## config.mk

```make
export PLATFORM = sky130hd
export DESIGN_NAME = slotted_page_directory_manager_top
export DESIGN_NICKNAME = d
export VERILOG_FILES = /design/src/design/spd_pkg.sv /design/src/design/spd_ram.sv /design/src/design/spd_ctrl.sv /design/src/design/spd_dp.sv /design/src/design/slotted_page_directory_manager_top.sv
export SDC_FILE = /design/constraint.sdc
export NUM_CORES = 2
export LEC_CHECK = 0
export BUFFER_PORTS_ARGS = -buffer_cell sky130_fd_sc_hd__buf_4
export CORE_MARGIN = 5
export CORE_UTILIZATION = 65
export CTS_CLUSTER_SIZE = 10
export DETAILED_ROUTE_END_ITERATION = 10
export PLACE_DENSITY = 0.78
export SLEW_MARGIN = 15
export SYNTH_ARGS = -nofsm -noshare
export SYNTH_HDL_FRONTEND = slang
export SYNTH_HIERARCHICAL = 1
export SYNTH_SLANG_ARGS = --single-unit
export TNS_END_PERCENT = 30
```

## constraint.sdc

```tcl
create_clock -name i_clk -period 13.4 [get_ports i_clk]
set_clock_uncertainty 0.2 [all_clocks]
set_input_delay 3.35 -clock i_clk [delete_from_list [all_inputs] [get_ports i_clk]]
set_output_delay 3.35 -clock i_clk [all_outputs]
set_load 0.1 [all_outputs]
```

## src/design/spd_pkg.sv

```systemverilog
// Shared types and constants of the slotted page directory manager.
// Used by the controller, the datapath and the top level; depends on nothing.
package spd_pkg;

    localparam int PAGE_BYTES_DEF = 4096;
    localparam int MAX_SLOTS_DEF  = 64;
    localparam int HEADER_BYTES   = 16;
    localparam int SLOT_BYTES     = 4;

    localparam int W_REQ    = 3;
    localparam int W_SID    = 16;
    localparam int W_LEN    = 13;
    localparam int W_STATUS = 3;
    localparam int W_RSLOT  = 6;
    localparam int W_FREE   = 12;
    localparam int W_USED   = 7;

    localparam logic [W_REQ-1:0] REQ_FORMAT  = 3'd0;
    localparam logic [W_REQ-1:0] REQ_INSERT  = 3'd1;
    localparam logic [W_REQ-1:0] REQ_GET     = 3'd2;
    localparam logic [W_REQ-1:0] REQ_DELETE  = 3'd3;
    localparam logic [W_REQ-1:0] REQ_COMPACT = 3'd4;

    localparam logic [W_STATUS-1:0] ST_OK       = 3'd0;
    localparam logic [W_STATUS-1:0] ST_NO_SPACE = 3'd1;
    localparam logic [W_STATUS-1:0] ST_BAD_SLOT = 3'd2;
    localparam logic [W_STATUS-1:0] ST_NOTHING  = 3'd3;
    localparam logic [W_STATUS-1:0] ST_DIR_FULL = 3'd4;

    // One command per cycle from the controller to the datapath.
    typedef enum logic [3:0] {
        CMD_IDLE       = 4'd0,
        CMD_LOAD       = 4'd1,
        CMD_SCAN       = 4'd2,
        CMD_INS        = 4'd3,
        CMD_CHK        = 4'd4,
        CMD_TRIM_START = 4'd5,
        CMD_TRIM       = 4'd6,
        CMD_CMP        = 4'd7,
        CMD_MOVE       = 4'd8,
        CMD_EMIT       = 4'd9
    } t_cmd;

    typedef struct packed {
        logic sid_ok;
        logic cnt_zero;
        logic len_zero;
        logic at_end;
        logic idx_zero;
        logic tomb;
        logic live_zero;
        logic out_free;
        logic move_last;
        logic is_ins;
        logic is_get;
    } t_dp_status;

endpackage

```

## src/design/spd_ram.sv

```systemverilog
// Generic single-write, single-read RAM with registered read data.
// Holds the slot directory; depends on nothing.
module spd_ram #(
    parameter int WIDTH = 26,
    parameter int DEPTH = 64
) (
    input  logic                                       i_clk,
    input  logic                                       i_we,
    input  logic [((DEPTH > 1) ? $clog2(DEPTH) : 1)-1:0] i_waddr,
    input  logic [WIDTH-1:0]                           i_wdata,
    input  logic [((DEPTH > 1) ? $clog2(DEPTH) : 1)-1:0] i_raddr,
    output logic [WIDTH-1:0]                           o_rdata
);
    logic [WIDTH-1:0] r_mem [DEPTH];
    logic [WIDTH-1:0] r_rdata;

    always_ff @(posedge i_clk) begin
        if (i_we) begin
            r_mem[i_waddr] <= i_wdata;
        end
        r_rdata <= r_mem[i_raddr];
    end

    assign o_rdata = r_rdata;
endmodule

```

## src/design/spd_ctrl.sv

```systemverilog
// Controller state machine of the slotted page directory manager.
// Depends on spd_pkg for the command code and the datapath status struct.
module spd_ctrl (
    input  logic                    i_clk,
    input  logic                    i_rst_n,
    input  logic                    i_in_valid,
    input  logic [2:0]              i_req_type,
    input  spd_pkg::t_dp_status     i_st,
    output spd_pkg::t_cmd           o_cmd,
    output logic                    o_in_stall
);
    import spd_pkg::*;

    typedef enum logic [8:0] {
        S_IDLE  = 9'b000000001,
        S_SCAN  = 9'b000000010,
        S_INS   = 9'b000000100,
        S_CHK   = 9'b000001000,
        S_TRIM0 = 9'b000010000,
        S_TRIM  = 9'b000100000,
        S_CMP   = 9'b001000000,
        S_MOVE  = 9'b010000000,
        S_EMIT  = 9'b100000000
    } t_state;

    t_state r_state, n_state;

    always_comb begin
        n_state = r_state;
        o_cmd   = CMD_IDLE;
        unique case (r_state)
            S_IDLE: begin
                if (i_in_valid) begin
                    o_cmd = CMD_LOAD;
                    priority if (i_req_type == REQ_INSERT) begin
                        n_state = i_st.cnt_zero ? S_INS : S_SCAN;
                    end else if (i_req_type == REQ_GET || i_req_type == REQ_DELETE) begin
                        n_state = i_st.sid_ok ? S_CHK : S_EMIT;
                    end else if (i_req_type == REQ_COMPACT) begin
                        n_state = i_st.cnt_zero ? S_EMIT : S_SCAN;
                    end else begin
                        n_state = S_EMIT;
                    end
                end
            end
            S_SCAN: begin
                o_cmd = CMD_SCAN;
                if (i_st.is_ins) begin
                    if (i_st.len_zero || i_st.at_end) n_state = S_INS;
                end else if (i_st.at_end) begin
                    n_state = S_CMP;
                end
            end
            S_INS: begin
                o_cmd   = CMD_INS;
                n_state = S_EMIT;
            end
            S_CHK: begin
                o_cmd   = CMD_CHK;
                n_state = (i_st.len_zero || i_st.is_get) ? S_EMIT : S_TRIM0;
            end
            S_TRIM0: begin
                o_cmd   = CMD_TRIM_START;
                n_state = S_TRIM;
            end
            S_TRIM: begin
                o_cmd = CMD_TRIM;
                if (!i_st.len_zero || i_st.idx_zero) n_state = S_EMIT;
            end
            S_CMP: begin
                o_cmd   = CMD_CMP;
                n_state = (!i_st.tomb || i_st.live_zero) ? S_EMIT : S_MOVE;
            end
            S_MOVE: begin
                o_cmd = CMD_MOVE;
                if (!i_st.len_zero && i_st.out_free && i_st.move_last) n_state = S_IDLE;
            end
            S_EMIT: begin
                o_cmd = CMD_EMIT;
                if (i_st.out_free) n_state = S_IDLE;
            end
            default: begin
                n_state = S_IDLE;
            end
        endcase
    end

    always_ff @(posedge i_clk) begin
        if (!i_rst_n) begin
            r_state <= S_IDLE;
        end else begin
            r_state <= n_state;
        end
    end

    assign o_in_stall = (r_state != S_IDLE);

`ifndef SYNTHESIS
    a_move_has_live: assert property (@(posedge i_clk) disable iff (!i_rst_n)
        (r_state == S_CMP && i_st.tomb && !i_st.live_zero) |=> (r_state == S_MOVE))
        else $error("compaction with live tuples did not enter the move phase");
    a_accept_leaves_idle: assert property (@(posedge i_clk) disable iff (!i_rst_n)
        (r_state == S_IDLE && i_in_valid) |=> (r_state != S_IDLE))
        else $error("accepted word left the controller idle");
    a_emit_waits: assert property (@(posedge i_clk) disable iff (!i_rst_n)
        (r_state == S_EMIT && !i_st.out_free) |=> (r_state == S_EMIT))
        else $error("result dropped while the output register was busy");
`endif
endmodule

```

## src/design/spd_dp.sv

```systemverilog
// Datapath: page registers, directory RAM, scan counters and output register.
// Depends on spd_pkg and instantiates spd_ram.
module spd_dp #(
    parameter int PAGE_BYTES = spd_pkg::PAGE_BYTES_DEF,
    parameter int MAX_SLOTS  = spd_pkg::MAX_SLOTS_DEF
) (
    input  logic                  i_clk,
    input  logic                  i_rst_n,
    input  spd_pkg::t_cmd         i_cmd,
    input  logic [2:0]            i_req_type,
    input  logic [15:0]           i_slot_id,
    input  logic [12:0]           i_tuple_length,
    input  logic                  i_out_stall,
    output spd_pkg::t_dp_status   o_st,
    output logic                  o_out_valid,
    output logic [2:0]            o_status,
    output logic [5:0]            o_result_slot,
    output logic [12:0]           o_byte_offset,
    output logic [12:0]           o_byte_length,
    output logic [12:0]           o_move_source,
    output logic [11:0]           o_free_bytes,
    output logic [6:0]            o_slots_in_use,
    output logic                  o_last
);
    import spd_pkg::*;

    localparam int PW  = $clog2(PAGE_BYTES + 1);
    localparam int CW  = $clog2(MAX_SLOTS + 1);
    localparam int AW  = (MAX_SLOTS > 1) ? $clog2(MAX_SLOTS) : 1;
    localparam int XA  = (PW > CW + 3) ? PW : CW + 3;
    localparam int XW  = ((XA > W_LEN) ? XA : W_LEN) + 1;

    logic [PW-1:0]       r_fp;
    logic [CW-1:0]       r_cnt;
    logic [W_REQ-1:0]    r_req;
    logic [W_LEN-1:0]    r_len;
    logic [AW-1:0]       r_idx;
    logic [AW-1:0]       r_target;
    logic                r_reuse;
    logic                r_tomb;
    logic [PW-1:0]       r_sum;
    logic [CW-1:0]       r_live;
    logic [PW-1:0]       r_run;
    logic [AW-1:0]       r_dst;
    logic [W_STATUS-1:0] r_res_status;
    logic [AW-1:0]       r_res_slot;
    logic [PW-1:0]       r_res_off;
    logic [PW-1:0]       r_res_len;

    logic                r_ov;
    logic [W_STATUS-1:0] r_o_status;
    logic [W_RSLOT-1:0]  r_o_slot;
    logic [W_LEN-1:0]    r_o_off;
    logic [W_LEN-1:0]    r_o_len;
    logic [W_LEN-1:0]    r_o_src;
    logic [W_FREE-1:0]   r_o_free;
    logic [W_USED-1:0]   r_o_used;
    logic                r_o_last;

    logic [2*PW-1:0] rd_data, wr_data;
    logic [PW-1:0]   rd_len, rd_off;
    logic [AW-1:0]   raddr, waddr;
    logic            we;

    logic [XW-1:0]   used_x, free_x, need_x;
    logic            len_zero, at_end, idx_zero, out_free, move_last, sid_ok;
    logic            full, no_space, get_del_in, scan_adv, move_adv;
    logic [PW-1:0]   fp_new, run_new;

    assign rd_len = rd_data[PW-1:0];
    assign rd_off = rd_data[2*PW-1:PW];

    assign used_x = XW'(HEADER_BYTES) + (XW'(r_cnt) << 2);
    assign free_x = (used_x > XW'(r_fp)) ? '0 : XW'(r_fp) - used_x;
    assign need_x = XW'(r_len) + (r_reuse ? XW'(0) : XW'(SLOT_BYTES));
    assign full     = !r_reuse && (r_cnt >= CW'(MAX_SLOTS));
    assign no_space = free_x < need_x;
    assign fp_new   = PW'(XW'(r_fp) - XW'(r_len));
    assign run_new  = r_run - rd_len;

    assign len_zero  = (rd_len == '0);
    assign at_end    = (CW'(r_idx) + CW'(1)) == r_cnt;
    assign idx_zero  = (r_idx == '0);
    assign out_free  = !r_ov || !i_out_stall;
    assign move_last = (CW'(r_dst) + CW'(1)) == r_cnt;
    assign sid_ok    = i_slot_id < W_SID'(r_cnt);
    assign get_del_in = (i_req_type == REQ_GET) || (i_req_type == REQ_DELETE);
    assign scan_adv  = (r_req == REQ_INSERT) ? !(len_zero || at_end) : !at_end;
    assign move_adv  = len_zero || out_free;

    assign o_st.sid_ok    = sid_ok;
    assign o_st.cnt_zero  = (r_cnt == '0);
    assign o_st.len_zero  = len_zero;
    assign o_st.at_end    = at_end;
    assign o_st.idx_zero  = idx_zero;
    assign o_st.tomb      = r_tomb;
    assign o_st.live_zero = (r_live == '0);
    assign o_st.out_free  = out_free;
    assign o_st.move_last = move_last;
    assign o_st.is_ins    = (r_req == REQ_INSERT);
    assign o_st.is_get    = (r_req == REQ_GET);

    // Read address: outside CMD_IDLE, the RAM output next holds the entry at r_idx.
    always_comb begin
        unique case (i_cmd)
            CMD_IDLE, CMD_LOAD: raddr = get_del_in ? i_slot_id[AW-1:0] : '0;
            CMD_SCAN:           raddr = scan_adv ? r_idx + AW'(1) : r_idx;
            CMD_TRIM_START:     raddr = AW'(r_cnt - CW'(1));
            CMD_TRIM:           raddr = (len_zero && !idx_zero) ? r_idx - AW'(1) : r_idx;
            CMD_CMP:            raddr = '0;
            CMD_MOVE:           raddr = move_adv ? r_idx + AW'(1) : r_idx;
            default:            raddr = r_idx;
        endcase
    end

    always_comb begin
        we      = 1'b0;
        waddr   = r_idx;
        wr_data = {rd_off, {PW{1'b0}}};
        unique case (i_cmd)
            CMD_INS: begin
                we      = !full && !no_space;
                waddr   = r_target;
                wr_data = {fp_new, PW'(r_len)};
            end
            CMD_CHK: begin
                we = !len_zero && (r_req == REQ_DELETE);
            end
            CMD_MOVE: begin
                we      = !len_zero && out_free;
                waddr   = r_dst;
                wr_data = {run_new, rd_len};
            end
            default: begin
                we = 1'b0;
            end
        endcase
    end

    spd_ram #(
        .WIDTH (2 * PW),
        .DEPTH (MAX_SLOTS)
    ) u_dir (
        .i_clk   (i_clk),
        .i_we    (we),
        .i_waddr (waddr),
        .i_wdata (wr_data),
        .i_raddr (raddr),
        .o_rdata (rd_data)
    );

    // Page state and output valid.
    always_ff @(posedge i_clk) begin
        if (!i_rst_n) begin
            r_fp  <= PW'(PAGE_BYTES);
            r_cnt <= '0;
            r_ov  <= 1'b0;
        end else begin
            if (!i_out_stall) r_ov <= 1'b0;
            unique case (i_cmd)
                CMD_LOAD: begin
                    if (i_req_type == REQ_FORMAT) begin
                        r_fp  <= PW'(PAGE_BYTES);
                        r_cnt <= '0;
                    end
                end
                CMD_INS: begin
                    if (!full && !no_space) begin
                        r_fp <= fp_new;
                        if (!r_reuse) r_cnt <= r_cnt + CW'(1);
                    end
                end
                CMD_TRIM: begin
                    if (len_zero) r_cnt <= CW'(r_idx);
                end
                CMD_CMP: begin
                    if (r_tomb) begin
                        r_fp  <= PW'(PAGE_BYTES) - r_sum;
                        r_cnt <= r_live;
                    end
                end
                CMD_MOVE: begin
                    if (!len_zero && out_free) r_ov <= 1'b1;
                end
                CMD_EMIT: begin
                    if (out_free) r_ov <= 1'b1;
                end
                default: begin
                end
            endcase
        end
    end

    // Working registers and result fields.
    always_ff @(posedge i_clk) begin
        unique case (i_cmd)
            CMD_LOAD: begin
                r_req        <= i_req_type;
                r_len        <= i_tuple_length;
                r_idx        <= get_del_in ? i_slot_id[AW-1:0] : '0;
                r_target     <= AW'(r_cnt);
                r_reuse      <= 1'b0;
                r_tomb       <= 1'b0;
                r_sum        <= '0;
                r_live       <= '0;
                r_res_slot   <= '0;
                r_res_off    <= '0;
                r_res_len    <= '0;
                r_res_status <= ST_OK;
                if (get_del_in && !sid_ok) r_res_status <= ST_BAD_SLOT;
                if (i_req_type == REQ_COMPACT && r_cnt == '0) r_res_status <= ST_NOTHING;
            end
            CMD_SCAN: begin
                if (r_req == REQ_INSERT) begin
                    if (len_zero) begin
                        r_reuse  <= 1'b1;
                        r_target <= r_idx;
                    end
                end else if (len_zero) begin
                    r_tomb <= 1'b1;
                end else begin
                    r_sum  <= r_sum + rd_len;
                    r_live <= r_live + CW'(1);
                end
                if (scan_adv) r_idx <= r_idx + AW'(1);
            end
            CMD_INS: begin
                priority if (full) begin
                    r_res_status <= ST_DIR_FULL;
                end else if (no_space) begin
                    r_res_status <= ST_NO_SPACE;
                end else begin
                    r_res_slot <= r_target;
                    r_res_off  <= fp_new;
                end
            end
            CMD_CHK: begin
                if (len_zero) begin
                    r_res_status <= ST_BAD_SLOT;
                end else if (r_req == REQ_GET) begin
                    r_res_off <= rd_off;
                    r_res_len <= rd_len;
                end
            end
            CMD_TRIM_START: begin
                r_idx <= AW'(r_cnt - CW'(1));
            end
            CMD_TRIM: begin
                if (len_zero && !idx_zero) r_idx <= r_idx - AW'(1);
            end
            CMD_CMP: begin
                if (!r_tomb) r_res_status <= ST_NOTHING;
                r_run <= PW'(PAGE_BYTES);
                r_dst <= '0;
                r_idx <= '0;
            end
            CMD_MOVE: begin
                if (move_adv) r_idx <= r_idx + AW'(1);
                if (!len_zero && out_free) begin
                    r_run <= run_new;
                    r_dst <= r_dst + AW'(1);
                end
            end
            default: begin
            end
        endcase
    end

    // Output register payload.
    always_ff @(posedge i_clk) begin
        if (i_cmd == CMD_EMIT && out_free) begin
            r_o_status <= r_res_status;
            r_o_slot   <= W_RSLOT'(r_res_slot);
            r_o_off    <= W_LEN'(r_res_off);
            r_o_len    <= W_LEN'(r_res_len);
            r_o_src    <= '0;
            r_o_free   <= free_x[W_FREE-1:0];
            r_o_used   <= W_USED'(r_cnt);
            r_o_last   <= 1'b1;
        end else if (i_cmd == CMD_MOVE && !len_zero && out_free) begin
            r_o_status <= ST_OK;
            r_o_slot   <= W_RSLOT'(r_dst);
            r_o_off    <= W_LEN'(run_new);
            r_o_len    <= W_LEN'(rd_len);
            r_o_src    <= W_LEN'(rd_off);
            r_o_free   <= free_x[W_FREE-1:0];
            r_o_used   <= W_USED'(r_cnt);
            r_o_last   <= move_last;
        end
    end

    assign o_out_valid    = r_ov;
    assign o_status       = r_o_status;
    assign o_result_slot  = r_o_slot;
    assign o_byte_offset  = r_o_off;
    assign o_byte_length  = r_o_len;
    assign o_move_source  = r_o_src;
    assign o_free_bytes   = r_o_free;
    assign o_slots_in_use = r_o_used;
    assign o_last         = r_o_last;

`ifndef SYNTHESIS
    a_cnt_bound: assert property (@(posedge i_clk) disable iff (!i_rst_n)
        r_cnt <= CW'(MAX_SLOTS))
        else $error("slot count above directory size");
    a_fp_bound: assert property (@(posedge i_clk) disable iff (!i_rst_n)
        r_fp <= PW'(PAGE_BYTES))
        else $error("free pointer beyond page end");
    a_move_order: assert property (@(posedge i_clk) disable iff (!i_rst_n)
        (we && i_cmd == CMD_MOVE) |-> (r_dst <= r_idx))
        else $error("compaction write overtook its read");
    a_idle_no_write: assert property (@(posedge i_clk) disable iff (!i_rst_n)
        (i_cmd == CMD_IDLE || i_cmd == CMD_LOAD) |-> !we)
        else $error("directory written while idle");
`endif
endmodule

```

## src/design/slotted_page_directory_manager_top.sv

```systemverilog
// Top level of the slotted page directory manager.
// Depends on spd_pkg; instantiates spd_ctrl and spd_dp (which holds spd_ram).

// The block keeps the slot directory (offset and length per slot), the free
// pointer and the slot count of one database page and answers one request
// word at a time: format, insert, get, delete and compact. Every request gives
// one result word except a compaction that finds a tombstone and live tuples,
// which gives one move word per live tuple in old slot order; o_last marks the
// final word of a request. Insert scans the directory for a tombstone, delete
// trims trailing tombstones, and compact makes one summing pass and then one
// move pass. The directory RAM has one read port, and the controller walks it
// one entry per cycle while the output side does not stall. A new request
// word is taken only when the previous one has finished; a finished result may
// still wait in the output register while the next request is accepted.
module slotted_page_directory_manager_top #(
    parameter int PAGE_BYTES = spd_pkg::PAGE_BYTES_DEF,
    parameter int MAX_SLOTS  = spd_pkg::MAX_SLOTS_DEF
) (
    input  logic        i_clk,
    input  logic        i_rst_n,
    input  logic        i_in_valid,
    output logic        o_in_stall,
    input  logic [2:0]  i_req_type,
    input  logic [15:0] i_slot_id,
    input  logic [12:0] i_tuple_length,
    output logic        o_out_valid,
    input  logic        i_out_stall,
    output logic [2:0]  o_status,
    output logic [5:0]  o_result_slot,
    output logic [12:0] o_byte_offset,
    output logic [12:0] o_byte_length,
    output logic [12:0] o_move_source,
    output logic [11:0] o_free_bytes,
    output logic [6:0]  o_slots_in_use,
    output logic        o_last
);
    import spd_pkg::*;

    // Command from the controller and status back from the datapath.
    t_cmd       cmd;
    t_dp_status dp_st;

    spd_ctrl u_ctrl (
        .i_clk      (i_clk),
        .i_rst_n    (i_rst_n),
        .i_in_valid (i_in_valid),
        .i_req_type (i_req_type),
        .i_st       (dp_st),
        .o_cmd      (cmd),
        .o_in_stall (o_in_stall)
    );

    spd_dp #(
        .PAGE_BYTES (PAGE_BYTES),
        .MAX_SLOTS  (MAX_SLOTS)
    ) u_dp (
        .i_clk          (i_clk),
        .i_rst_n        (i_rst_n),
        .i_cmd          (cmd),
        .i_req_type     (i_req_type),
        .i_slot_id      (i_slot_id),
        .i_tuple_length (i_tuple_length),
        .i_out_stall    (i_out_stall),
        .o_st           (dp_st),
        .o_out_valid    (o_out_valid),
        .o_status       (o_status),
        .o_result_slot  (o_result_slot),
        .o_byte_offset  (o_byte_offset),
        .o_byte_length  (o_byte_length),
        .o_move_source  (o_move_source),
        .o_free_bytes   (o_free_bytes),
        .o_slots_in_use (o_slots_in_use),
        .o_last         (o_last)
    );
endmodule

```

==> impl_metrics.tcl <==
set metrics [dict create \
    synth.net_count 4194 \
    proportion_of_synthesized_flip_flops_having_asynchronous_set_or_reset_pct 0 \
    grtUsageTotal_pct 32.6 \
    hp-class "reg -> reg" \
    syn_inst_count 4078 \
    layout_setup_ws_ps 4460 \
    first_global_vias 42100 \
    ant_nets 0 \
    hold-path-endpoint "u_dp/o_move_source[0]" \
    timing.max_cap.violations 0 \
    cts_hold_repair.buffers 0 \
    drt_iter0_drc 6881 \
    synth_warnings 6 \
    avgRoutedWirePerCell_um 34.2 \
    fin_area_um2 85800 \
    hold_depth 2 \
    critical_path.slowest_cell "sky130_fd_sc_hd__a2111oi_1" \
    clock-sinks 1892 \
    synth_edf_count 1822 \
    critical_path.cell_chain "buf_4 > nand2_1 > nand3_1 > nor2_1 > nand2_1 > clkinv_1 > nor2_1 > a31oi_1 > o311ai_1 > o311a_1 > o221ai_4 > buf_4 > buf_4 > or3b_2 > o22ai_1 > a2111oi_1 > buf_4 > o21ai_1 > o31ai_1" \
    power.density_cell_area_nw_per_um2 206 \
    detail_route.wirelength_mm 203 \
    grt_first_pass_wirelength_mm 293 \
    clk_transition_reported_paths_ps 60 \
    clock-root-buffer "sky130_fd_sc_hd__clkbuf_16" \
    netlist_top_cells_area "sky130_fd_sc_hd__edfxtp_1 (71%), sky130_fd_sc_hd__mux4_2 (12%), sky130_fd_sc_hd__dfxtp_1 (1.8%)" \
    synth.ff_latch_count 1892 \
    path_class "in -> reg" \
    power_leakage_nw 28.2 \
    timing_max_transition_violations_final 0 \
    worst_r2r_path_depth 19 \
    number_of_flip_flops_in_the_largest_register 1664 \
    fin_tns_setup_ps 0 \
    vias_per_inst 7.17 \
    slew_headroom_pct 14.2 \
    overflow 0 \
    worst_pin_slew_ps 1280 \
    worst_path_largest_cell_delay_ps 1060 \
    timing.critical_path.to_type "flop" \
    post_place_setup_slack_ps 3840 \
    num-nets-final 4417 \
    netlist.top_cell.by_area "sky130_fd_sc_hd__edfxtp_1" \
    initial_utilization_pct 65.3 \
    hold_violations 0 \
    cp_num_buf_inv 5 \
    regMostFlops "u_dp/u_dir/r_mem" \
    place_inst 5624 \
    first_pass_iters 8 \
    die_w_um 354 \
    critical_path.top_delay_family "simple AND/OR/NAND/NOR gates" \
    vdd_drop_max_uv 176 \
    finalWeightedCongestion 0.908 \
    area_growth_pct 11.8 \
    tritoncts.num_buffers 209 \
    netlist_area_um2 76800 \
    required_time_of_the_critical_path_ps 13910 \
    ports_placed_on_the_boundary 106 \
    route.vias.total 42600 \
    dominant_synthesized_flop_cell "sky130_fd_sc_hd__edfxtp_1" \
    clock_path_buffers 3 \
    drive_gt1_share_pct 24.4 \
    critical_path_s_most_frequent_cell "sky130_fd_sc_hd__buf_4" \
    floorplan.die_area_um2 125000 \
    outcome "complete, no violations" \
    initial_antenna_violation_count 5 \
    max_clock_freq_ghz 0.112 \
    critPathLaunchType "primary input" \
    layout_filler_cell_count 6486 \
    max_fanout_on_critical_path 23 \
    hold_start "u_dp/o_move_source[0]" \
    grt_setup_unrepaired "no" \
    port_buffers 105 \
    placement_rows 126 \
    whs_ps 270 \
    post_cts_buffers 0 \
    place.detailed.hpwl_mm 116 \
    post-synth-top-count-cell "sky130_fd_sc_hd__edfxtp_1" \
    cts_resized 0 \
    crit_arrival_ps 9450 \
    final-instance-count-excl-fill 5937 \
    die_h_um 354 \
    cts.htree.levels 4 \
    report.final.setup_viol 0 \
    crit-reg2reg-launch "u_dp/r_cnt[4]" \
    reg2reg_setup_slack_ps 5440 \
    grt_start_max_net_pins 110 \
    cts_tree "yes" \
    crit-reg2reg-capture "u_dp/u_dir/r_mem[25][14]" \
    clkLatencyLatePin_ps 820 \
    drt_drc_violations_left 0 \
    core_area_um2 118000 \
    synth_commonest_cells "sky130_fd_sc_hd__edfxtp_1 (1,822), sky130_fd_sc_hd__mux4_2 (426), sky130_fd_sc_hd__nor2_1 (293), sky130_fd_sc_hd__nand2_1 (183), sky130_fd_sc_hd__o22ai_1 (114)" \
    netlist.area_leader.share_pct 71.3 \
    clock_period_minus_worst_slack_ps 8940 \
    synth.avg_cell_area_um2 18.8 \
    placed_area_um2 79800 \
    synth_sequential_area_ratio_pct 73.1 \
    synth.distinct_cells 96 \
    layout_worst_path_cycle_share_pct 66.7 \
]
## final cells by class
class	instances	area (um^2)	share of cell area [%]
Clock inverter	17	350	0.408
Multi-Input combinational cell	1890	19600	22.9
Sequential cell	1892	56100	65.4
Clock buffer	290	5610	6.53
Antenna cell	4	10.0	0.0117
Inverter	71	267	0.311
Tap cell	1536	1920	2.24
Timing Repair Buffer	237	1910	2.22
## worst min-delay path: stages (launching register included)
cell and delay (ps):
sky130_fd_sc_hd__dfxtp_1 310, sky130_fd_sc_hd__nand2_1 50, sky130_fd_sc_hd__o21ai_0 60
## power breakdown
part / total (mW) / switching [mW] / leakage [nW] / internal, mW
Sequential: 7.50 / 0.251 / 17.9 / 7.25
Clock: 5.15 / 2.20 / 2.87 / 2.95
Combinational: 5.01 / 3.26 / 7.49 / 1.75
Total: 17.7 / 5.71 / 28.2 / 12.0
## placed cells by master (no fill, tap or decap), drive strengths merged, types with 13 or more instances in the layout
cell type     n
a21o         19
edfxtp     1822
nand2b       23
nand2       184
and2         25
buf         237
ha           76
o22ai       115
and3         14
nor2b        24
a2111oi      26
nor3         48
dfxtp        70
nor2        294
a211oi       25
inv          72
nand3        52
nor4         15
xnor2        55
mux2         26
o21ai       127
mux4        439
clkbuf      290
nand4        13
xor2         34
o31ai        29
a21oi        46
## stage by stage
step	utilization, %	power, mW
floorplan	-	10.9
global placement	67.9	12.4
detailed placement	67.9	12.5
CTS	72.9	17.6
global route	73.0	18.3
finish	73.0	17.7
## cells by family (layout without fill, tap and decap cells)
logic type / count (synthesis) / count (layout) / share of synthesized area [%]
and+or+nand+nor: 741 / 741 / 4.48
xor gates and xnor gates: 89 / 89 / 1.02
muxes: 473 / 473 / 13.4
adders and majority gates: 80 / 80 / 1.34
other: 0 / 4 / 0
buffers and inverters: 296 / 615 / 2.11
DFF: 1892 / 1892 / 73.1
AOI/OAI and AO/OA: 507 / 507 / 4.53
## worst max-delay path by stage
stage                     startpoint                     end  slack, ps  cells after the start
final                     i_in_valid  u_dp/u_dir/o_rdata[10]       4460                     19
after global routing      i_in_valid   u_dp/u_dir/o_rdata[0]       4220                     18
after CTS                 i_in_valid   u_dp/u_dir/o_rdata[2]       4530                     18
after detailed placement  i_in_valid   u_dp/u_dir/o_rdata[2]       3840                     18
after global placement    i_in_valid  u_dp/u_dir/o_rdata[10]       3810                     19
after floorplan           i_in_valid   u_dp/o_byte_length[0]       4890                      6
## layer usage
layer	track usage [%]	up-vias	wire length [um]
met5	0	-	13
met4	13.2	2	9310
met3	7.94	538	25600
met2	51.6	3488	97400
met1	44.6	21600	70500
li1	-	17000	-
Note: power is estimated with default switching activity, not from simulation.
